## src/rtl/psca_pkg.sv

```systemverilog
// Shared constants, types and helper functions of the size-class page allocator.
`timescale 1ns / 1ps

package psca_pkg;

  // Heap geometry.
  localparam int PAGE_COUNT    = 16;
  localparam int PAGE_BYTES    = 4096;
  localparam int HEADER_BYTES  = 8;
  localparam int MIN_CLASS_LOG = 3;

  localparam int ADDR_W    = 16;
  localparam int SIZE_W    = 16;
  localparam int COPY_W    = 12;
  localparam int PG_W      = $clog2(PAGE_COUNT);
  localparam int OFS_W     = $clog2(PAGE_BYTES);
  localparam int LG_W      = 4;
  localparam int RUN_W     = $clog2(PAGE_COUNT + 2);
  localparam int SLOTS_MAX = PAGE_BYTES / (HEADER_BYTES + (1 << MIN_CLASS_LOG));
  localparam int SLOT_W    = $clog2(SLOTS_MAX);
  localparam int CNT_W     = SLOT_W + 1;
  localparam int STRIDE_W  = OFS_W + 1;
  localparam int WORD_BITS = 16;
  localparam int BIT_W     = $clog2(WORD_BITS);
  localparam int WPP_W     = SLOT_W - BIT_W;
  localparam int MEM_AW    = PG_W + WPP_W;
  localparam int DIV_STEPS = OFS_W;
  localparam int DIV_CW    = $clog2(DIV_STEPS);

  // Raw slot counts per class log, before clamping to the slot array size.
  localparam int SLOTS_RAW [16] = '{
    PAGE_BYTES / (HEADER_BYTES + (1 << 0)),  PAGE_BYTES / (HEADER_BYTES + (1 << 1)),
    PAGE_BYTES / (HEADER_BYTES + (1 << 2)),  PAGE_BYTES / (HEADER_BYTES + (1 << 3)),
    PAGE_BYTES / (HEADER_BYTES + (1 << 4)),  PAGE_BYTES / (HEADER_BYTES + (1 << 5)),
    PAGE_BYTES / (HEADER_BYTES + (1 << 6)),  PAGE_BYTES / (HEADER_BYTES + (1 << 7)),
    PAGE_BYTES / (HEADER_BYTES + (1 << 8)),  PAGE_BYTES / (HEADER_BYTES + (1 << 9)),
    PAGE_BYTES / (HEADER_BYTES + (1 << 10)), PAGE_BYTES / (HEADER_BYTES + (1 << 11)),
    PAGE_BYTES / (HEADER_BYTES + (1 << 12)), PAGE_BYTES / (HEADER_BYTES + (1 << 13)),
    PAGE_BYTES / (HEADER_BYTES + (1 << 14)), PAGE_BYTES / (HEADER_BYTES + (1 << 15))
  };

  // Command codes.
  typedef enum logic [1:0] {
    CMD_ALLOC   = 2'd0,
    CMD_FREE    = 2'd1,
    CMD_REALLOC = 2'd2,
    CMD_RSVD    = 2'd3
  } cmd_t;

  // Result status codes.
  typedef enum logic [2:0] {
    ST_OK       = 3'd0,
    ST_OOM      = 3'd1,
    ST_BAD_PAGE = 3'd2,
    ST_NOT_BUSY = 3'd3,
    ST_UNSUP    = 3'd4
  } status_t;

  // Page kinds kept in the page table.
  typedef enum logic [1:0] {
    K_FREE  = 2'd0,
    K_SMALL = 2'd1,
    K_HEAD  = 2'd2,
    K_BODY  = 2'd3
  } kind_t;

  // Datapath operations issued by the controller.
  typedef enum logic [3:0] {
    OP_NONE,
    OP_CLEAR,
    OP_LOAD,
    OP_LOCATE,
    OP_DIV_INIT,
    OP_DIV,
    OP_LRD,
    OP_LCHK,
    OP_FREE_RUN,
    OP_ALLOC,
    OP_SRD,
    OP_SCHK,
    OP_REL_PREP,
    OP_RELEASE,
    OP_RESP
  } op_t;

  typedef struct packed {
    op_t     op;
    logic    st_we;
    status_t st_val;
  } ctrl_t;

  typedef struct packed {
    cmd_t cmd;
    logic page_oob;
    logic kind_bad;
    logic kind_head;
    logic div_last;
    logic k_oob;
    logic busy;
    logic fits;
    logic is_small;
    logic small_hit;
    logic free_hit;
    logic large_hit;
    logic scan_hit;
    logic scan_last;
    logic clr_last;
    logic out_full;
  } flags_t;

  // Slots in a small page of the given class.
  function automatic logic [CNT_W-1:0] slots_of(input logic [LG_W-1:0] lg);
    if (SLOTS_RAW[lg] > SLOTS_MAX) begin
      return CNT_W'(SLOTS_MAX);
    end
    return CNT_W'(SLOTS_RAW[lg]);
  endfunction

  // Header plus class bytes of one slot.
  function automatic logic [STRIDE_W-1:0] stride_of(input logic [LG_W-1:0] lg);
    return STRIDE_W'(HEADER_BYTES) + (STRIDE_W'(1) << lg);
  endfunction

endpackage

```

## src/rtl/psca_ctrl.sv

```systemverilog
// Controller state machine that sequences each allocator request.
`timescale 1ns / 1ps

module psca_ctrl (
  input  logic              clk,
  input  logic              rst,
  input  logic              in_valid,
  output logic              in_ready,
  input  logic              out_ready,
  input  psca_pkg::flags_t  flags,
  output psca_pkg::ctrl_t   ctrl
);

  typedef enum logic [3:0] {
    S_CLEAR,
    S_IDLE,
    S_DISPATCH,
    S_LOCATE,
    S_CLASSIFY,
    S_DIV,
    S_LRD,
    S_LCHK,
    S_ALLOC,
    S_SRD,
    S_SCHK,
    S_REL_PREP,
    S_RELEASE,
    S_RESP
  } state_t;

  state_t state, state_next;

  assign in_ready = state == S_IDLE;

  // Next state and datapath operation.
  always_comb begin
    state_next  = state;
    ctrl.op     = psca_pkg::OP_NONE;
    ctrl.st_we  = 1'b0;
    ctrl.st_val = psca_pkg::ST_OK;
    case (state)
      S_CLEAR: begin
        ctrl.op = psca_pkg::OP_CLEAR;
        if (flags.clr_last) begin
          state_next = S_IDLE;
        end
      end
      S_IDLE: begin
        if (in_valid) begin
          ctrl.op    = psca_pkg::OP_LOAD;
          state_next = S_DISPATCH;
        end
      end
      S_DISPATCH: begin
        case (flags.cmd)
          psca_pkg::CMD_ALLOC: state_next = S_ALLOC;
          psca_pkg::CMD_FREE, psca_pkg::CMD_REALLOC: state_next = S_LOCATE;
          default: begin
            ctrl.st_we  = 1'b1;
            ctrl.st_val = psca_pkg::ST_UNSUP;
            state_next  = S_RESP;
          end
        endcase
      end
      S_LOCATE: begin
        ctrl.op = psca_pkg::OP_LOCATE;
        if (flags.page_oob) begin
          ctrl.st_we  = 1'b1;
          ctrl.st_val = psca_pkg::ST_BAD_PAGE;
          state_next  = S_RESP;
        end else begin
          state_next = S_CLASSIFY;
        end
      end
      S_CLASSIFY: begin
        ctrl.op = psca_pkg::OP_DIV_INIT;
        if (flags.kind_bad) begin
          ctrl.st_we  = 1'b1;
          ctrl.st_val = psca_pkg::ST_BAD_PAGE;
          state_next  = S_RESP;
        end else if (flags.kind_head) begin
          if (flags.cmd == psca_pkg::CMD_FREE) begin
            ctrl.op = psca_pkg::OP_FREE_RUN;
          end else begin
            ctrl.st_we  = 1'b1;
            ctrl.st_val = psca_pkg::ST_UNSUP;
          end
          state_next = S_RESP;
        end else begin
          state_next = S_DIV;
        end
      end
      S_DIV: begin
        ctrl.op = psca_pkg::OP_DIV;
        if (flags.div_last) begin
          state_next = S_LRD;
        end
      end
      S_LRD: begin
        ctrl.op = psca_pkg::OP_LRD;
        if (flags.k_oob) begin
          ctrl.st_we  = 1'b1;
          ctrl.st_val = psca_pkg::ST_BAD_PAGE;
          state_next  = S_RESP;
        end else begin
          state_next = S_LCHK;
        end
      end
      S_LCHK: begin
        ctrl.op = psca_pkg::OP_LCHK;
        if (!flags.busy) begin
          ctrl.st_we  = 1'b1;
          ctrl.st_val = psca_pkg::ST_NOT_BUSY;
          state_next  = S_RESP;
        end else if (flags.cmd == psca_pkg::CMD_FREE) begin
          state_next = S_REL_PREP;
        end else if (flags.fits) begin
          state_next = S_RESP;
        end else begin
          state_next = S_ALLOC;
        end
      end
      S_ALLOC: begin
        ctrl.op = psca_pkg::OP_ALLOC;
        if (flags.is_small) begin
          if (flags.small_hit || flags.free_hit) begin
            state_next = S_SRD;
          end else begin
            ctrl.st_we  = 1'b1;
            ctrl.st_val = psca_pkg::ST_OOM;
            state_next  = S_RESP;
          end
        end else if (flags.large_hit) begin
          state_next = (flags.cmd == psca_pkg::CMD_REALLOC) ? S_REL_PREP : S_RESP;
        end else begin
          ctrl.st_we  = 1'b1;
          ctrl.st_val = psca_pkg::ST_OOM;
          state_next  = S_RESP;
        end
      end
      S_SRD: begin
        ctrl.op    = psca_pkg::OP_SRD;
        state_next = S_SCHK;
      end
      S_SCHK: begin
        ctrl.op = psca_pkg::OP_SCHK;
        if (flags.scan_hit) begin
          state_next = (flags.cmd == psca_pkg::CMD_REALLOC) ? S_REL_PREP : S_RESP;
        end else if (flags.scan_last) begin
          ctrl.st_we  = 1'b1;
          ctrl.st_val = psca_pkg::ST_OOM;
          state_next  = S_RESP;
        end else begin
          state_next = S_SRD;
        end
      end
      S_REL_PREP: begin
        ctrl.op    = psca_pkg::OP_REL_PREP;
        state_next = S_RELEASE;
      end
      S_RELEASE: begin
        ctrl.op    = psca_pkg::OP_RELEASE;
        state_next = S_RESP;
      end
      S_RESP: begin
        if (!flags.out_full || out_ready) begin
          ctrl.op    = psca_pkg::OP_RESP;
          state_next = S_IDLE;
        end
      end
      default: begin
        state_next = S_IDLE;
      end
    endcase
  end

  // State register.
  always_ff @(posedge clk) begin
    if (rst) begin
      state <= S_CLEAR;
    end else begin
      state <= state_next;
    end
  end

endmodule
```

## config.mk

```make
export PLATFORM = sky130hd
export DESIGN_NAME = psca_ctrl
export DESIGN_NICKNAME = d
export VERILOG_FILES = /design/src/rtl/psca_pkg.sv /design/src/rtl/psca_ctrl.sv
export SDC_FILE = /design/constraint.sdc
export NUM_CORES = 1
export LEC_CHECK = 0
export BUFFER_PORTS_ARGS = -buffer_cell sky130_fd_sc_hd__buf_2
export CAP_MARGIN = 40
export CORE_UTILIZATION = 49
export DETAILED_ROUTE_END_ITERATION = 10
export PLACE_DENSITY = 0.79
export SLEW_MARGIN = 20
export SYNTH_ARGS = -nofsm -noshare
export SYNTH_HDL_FRONTEND = slang
export SYNTH_SLANG_ARGS = --single-unit
```

## constraint.sdc

```tcl
create_clock -name clk -period 1.49 [get_ports clk]
set_clock_uncertainty 0.05 [all_clocks]
set_input_delay 0.2235 -clock clk [delete_from_list [all_inputs] [get_ports clk]]
set_output_delay 0.2235 -clock clk [all_outputs]
set_load 0.02 [all_outputs]
```

# ---- Word level (Yosys, flattened, before mapping)
# Index checks and enable logic that the tools add are counted.
dict set report totals {
  ff_bits 4
  latch_bits 0
  ram_bits 0
  romBits 0
  input_bits 21
  wordCells 65
  n_memories 0
}
dict set report op_classes {
  add_sub_neg 0
  mul 0
  div 0
  n_lt_le_gt_ge 0
  n_eq_ne 19
  shifts 0
  mux 37
  bitwise_logic 0
  n_reduce_logical 8
}
# op count
set ops {}
lappend ops {{2-to-1 mux 4 bit} 26}
lappend ops {{one-hot mux 4 bit (14 select lines)} 1}
lappend ops {{one-hot mux 4 bit (13 select lines)} 1}
lappend ops {{one-hot mux 4 bit (7 select lines)} 1}
lappend ops {{== test 4 bit (second input constant)} 6}
lappend ops {{== test 4 x 3 -> 1 bit (second input constant)} 4}
lappend ops {{2-to-1 mux 3 bit} 5}
lappend ops {{== test 4 x 2 -> 1 bit (second input constant)} 2}
lappend ops {{2-to-1 mux 8 bit} 1}
lappend ops {{inequality test 2 bit (second input constant)} 4}
lappend ops {{one-hot mux 4 bit (2 select lines)} 1}
lappend ops {{== test 4 x 1 -> 1 bit (second input constant)} 1}
lappend ops {{logical NOT 4 bit} 1}
lappend ops {{AND reduction 4 bit} 1}
lappend ops {{OR reduction 3 bit} 1}
lappend ops {{== test 2 x 1 -> 1 bit (second input constant)} 1}
lappend ops {{== test 2 bit (second input constant)} 1}
lappend ops {{logical NOT 2 bit} 1}
lappend ops {{logical OR 1 bit} 2}
lappend ops {{2-to-1 mux 2 bit} 1}
lappend ops {{OR reduction 2 bit} 1}
lappend ops {{logical NOT 1 bit} 1}

# ---- Logic depth before layout (Yosys ltp)
dict set report logic_depth {
  depth_word 5
  depth_mapped 7
}

# ---- Worst setup path before layout
# No wires, ideal clock.
dict set report synth_path {
  kind {flip-flop to output port}
  start {register state[0]}
  end {output ctrl[0] in the netlist's numbering}
  arrival_time_ps 1303
  t_required_ps 1217
  setup_slack_ps -87
  path_stages_with_launch 5
  n_path_buf 2
  path_cell_list {dfxtp_1 buf_4 buf_2 nand2b_1 o31ai_1}
}
# item line_no
set synth_rtl {}
lappend synth_rtl {{from (decl)} psca_ctrl.sv:31} ;# state_t state, state_next;
lappend synth_rtl {{from (signal assigned)} psca_ctrl.sv:182} ;# state <= state_next;
lappend synth_rtl {{to (decl)} psca_ctrl.sv:11} ;# output psca_pkg::ctrl_t ctrl

==> results.cfg <==
[finish]
mostFrequentLayoutCells = buf_4, buf_2, nand2_1, buf_6, o21ai_0
largest_reg_flops = 4
reg_top3 = state x4
largest_register = state
antennaDiodeCount = 0
syn2layout_area_growth_pct = 77.5
final_common_cell = buf_4
drive_gt1_share_pct = 61.1
nNetsFinal = 208

[routing]
drcViolationCount = 0
routed_wl_um = 4620
num_vias = 1425
drt_iter0_markers = 124
drtPass1Iterations = 6
antenna_left = 0
wl_per_cell_um = 23.6
routed_via_density = 7.27

[worst_setup_path]
cp.arrival_ns = 1.60
end_kind = output pin
cp.required_ns = 1.22
r2r_slack_ns = -0.07
start_kind = register
crit_path_top_delay_cell = dfxtp_2
slowest_delay_ns = 0.33
criticalPathCategory = register to output pin
cp_max_fo = 10
crit_chain = buf_12 -> buf_4 -> nand2b_1 -> o21ai_1 -> a22o_1 -> buf_6

[run_status]
violations = negative setup slack
status = finished, violations left

[yosys]
seq_area_frac_synth_pct = 9.79
synth_area_leaders = dfxtp_1, o21ai_0, ha_1, nand2_1, a21oi_1
synthCells = 121
yosysTopAreaCell = dfxtp_1
ys_types = 42
synth_nets = 147
synth_top_area_share_pct = 9.79
synth_seq_cells = 4
avgSynthCellArea_um2 = 6.76
syn_area_um2 = 818
ys_warn_count = 0

[place]
dp_hpwl_um = 2220
io_buffers = 29
gp_congestion = 0.949

[cts]
cts.path.max_buffers = 2
root_buffer = clkbuf_4
numClockSinks = 4
cts_hold_buf = 0
cts_tree = done
clkLatencyLatePin_ns = 0.25
cts_max_level = 1
numCtsBuffers = 3
path_clk_slew_ns = 0.04

[pwr]
pwr-share-clk_pct = 5.7
vdd.ir_drop.worst_mv = 1.01
power_uw = 2560
sw_frac_of_total_pct = 50.3
netSwitchingPower_uw = 1290
powerDensity_nw_per_um2 = 1770
power_leakage_uw = 0.000650
combPwrFrac_pct = 86.0
power_frac_seq_pct = 8.3
intPower_uw = 1280

[floorplanning]
start_util_pct = 53.1
ios = 30
die_w_um = 42.9
fp.dieH_um = 42.9
dieArea_um2 = 1840
num_rows = 14
core_area_um2 = 1540

[sta]
report.final.hold_viol_count = 0
relSlewSlack_pct = 69.9
tightest_slew_ns = 0.447
grt_setup_unrepaired = true
final_max_slew_viol_count = 0
period_minus_slack_ns = 1.88
setup_violations = 10
final.setup.tns_ns = -2.45
setup_ws_ns = -0.388
timing.fmax_mhz = 532
period_share_pct = 126

[global_route]
grt_pass1_vias = 1199
gr-total-overflow = 0
grt_pass1_wl_um = 5700
grt_max_degree = 19
antenna_found_initial = 0
globalRouteTotalUtil_pct = 41.8

[flow_run]
max_cap_violations = 0

[worst_hold_path]
timing.hold.worst.class = input pin to register
==> worst max-delay path, delay by kind of cell, from the launching register on <==
kind	cells	cell delay, ns
flops	1	0.33
compound gates	2	0.40
simple gates	1	0.19
buf+inv	3	0.44
==> power groups by stage <==
stage                     Combinational, µW  Clock (µW)  Sequential [µW]
after floorplan                         929           0              161
after global placement                 1450           0              189
after detailed placement               1500           0              193
after CTS                              1780         141              206
after global routing                   2250         149              215
final                                  2200         147              213
==> path summary, 6_finish.rpt <==
kind | start | end | cells past startpoint
hold reg to reg | state[2] | state[2] | 4
setup / recovery | state[2] | ctrl[6] | 6
setup reg to reg | state[2] | state[3] | 8
hold / removal | rst | state[0] | 2
==> per-stage QoR <==
stage	hold WS, ns	util (%)	area, µm²	setup WS [ns]	instances
floorplan	0.240	-	826	-0.0866	121
global placement	0.390	76.3	1180	-0.0773	187
detailed placement	0.393	76.3	1180	-0.120	187
CTS	0.130	87.0	1340	-0.240	194
global route	0.153	94.2	1450	-0.367	196
finish	0.139	94.2	1450	-0.388	196
==> per-layer routing <==
layer	wire length, µm	GRT usage (%)	up-vias
li1	-	-	566
met1	1490	50.9	601
met2	2020	71.2	192
met3	643	5.53	66
met4	471	20.0	0
met5	0	0	-
==> cell usage after synthesis (all sizes together) <==
cell type  count
a21boi         1
nand4          1
or2            1
a221oi         1
o32ai          2
nor2           8
and2           2
nor3b          1
ha             5
and2b          1
o31ai          1
a22o           2
nand3b         1
a21oi          9
nand3          3
nor3           3
o2111ai        1
inv            5
o21ai         16
a41oi          2
buf            9
nand2b         7
a31oi          4
xnor2          1
or3            1
a211oi         2
dfxtp          4
o22ai          1
clkbuf         1
and4bb         1
and4b          1
a2bb2oi        1
a32oi          2
o211ai         1
nor2b          4
nand2         15
==> cells by family (layout without fill, tap and decap cells) <==
group           after synthesis  in the layout  share of synthesized area (%)
simple gates                 50             50                           33.2
compound gates               46             46                           37.2
buf+inv                      15             74                           11.2
fa+ha+maj                     5              5                           7.65
flops                         4              4                           9.79
xor+xnor                      1              1                           1.07
==> repair_timing <==
action,in CTS,in global routing
pin swaps,10,14
setup endpoints to repair,12,13
setup buffers,4,2
gates resized for setup,35,27
==> layout make-up <==
cell class	count	area [µm²]
fill	50	88.8
inverter	5	18.8
timing repair buffer	66	505
multi-input combinational	102	798
sequential	4	87.6
tap	16	20.0
clock buffer	3	22.5
Note: power is estimated with default switching activity, not from simulation.
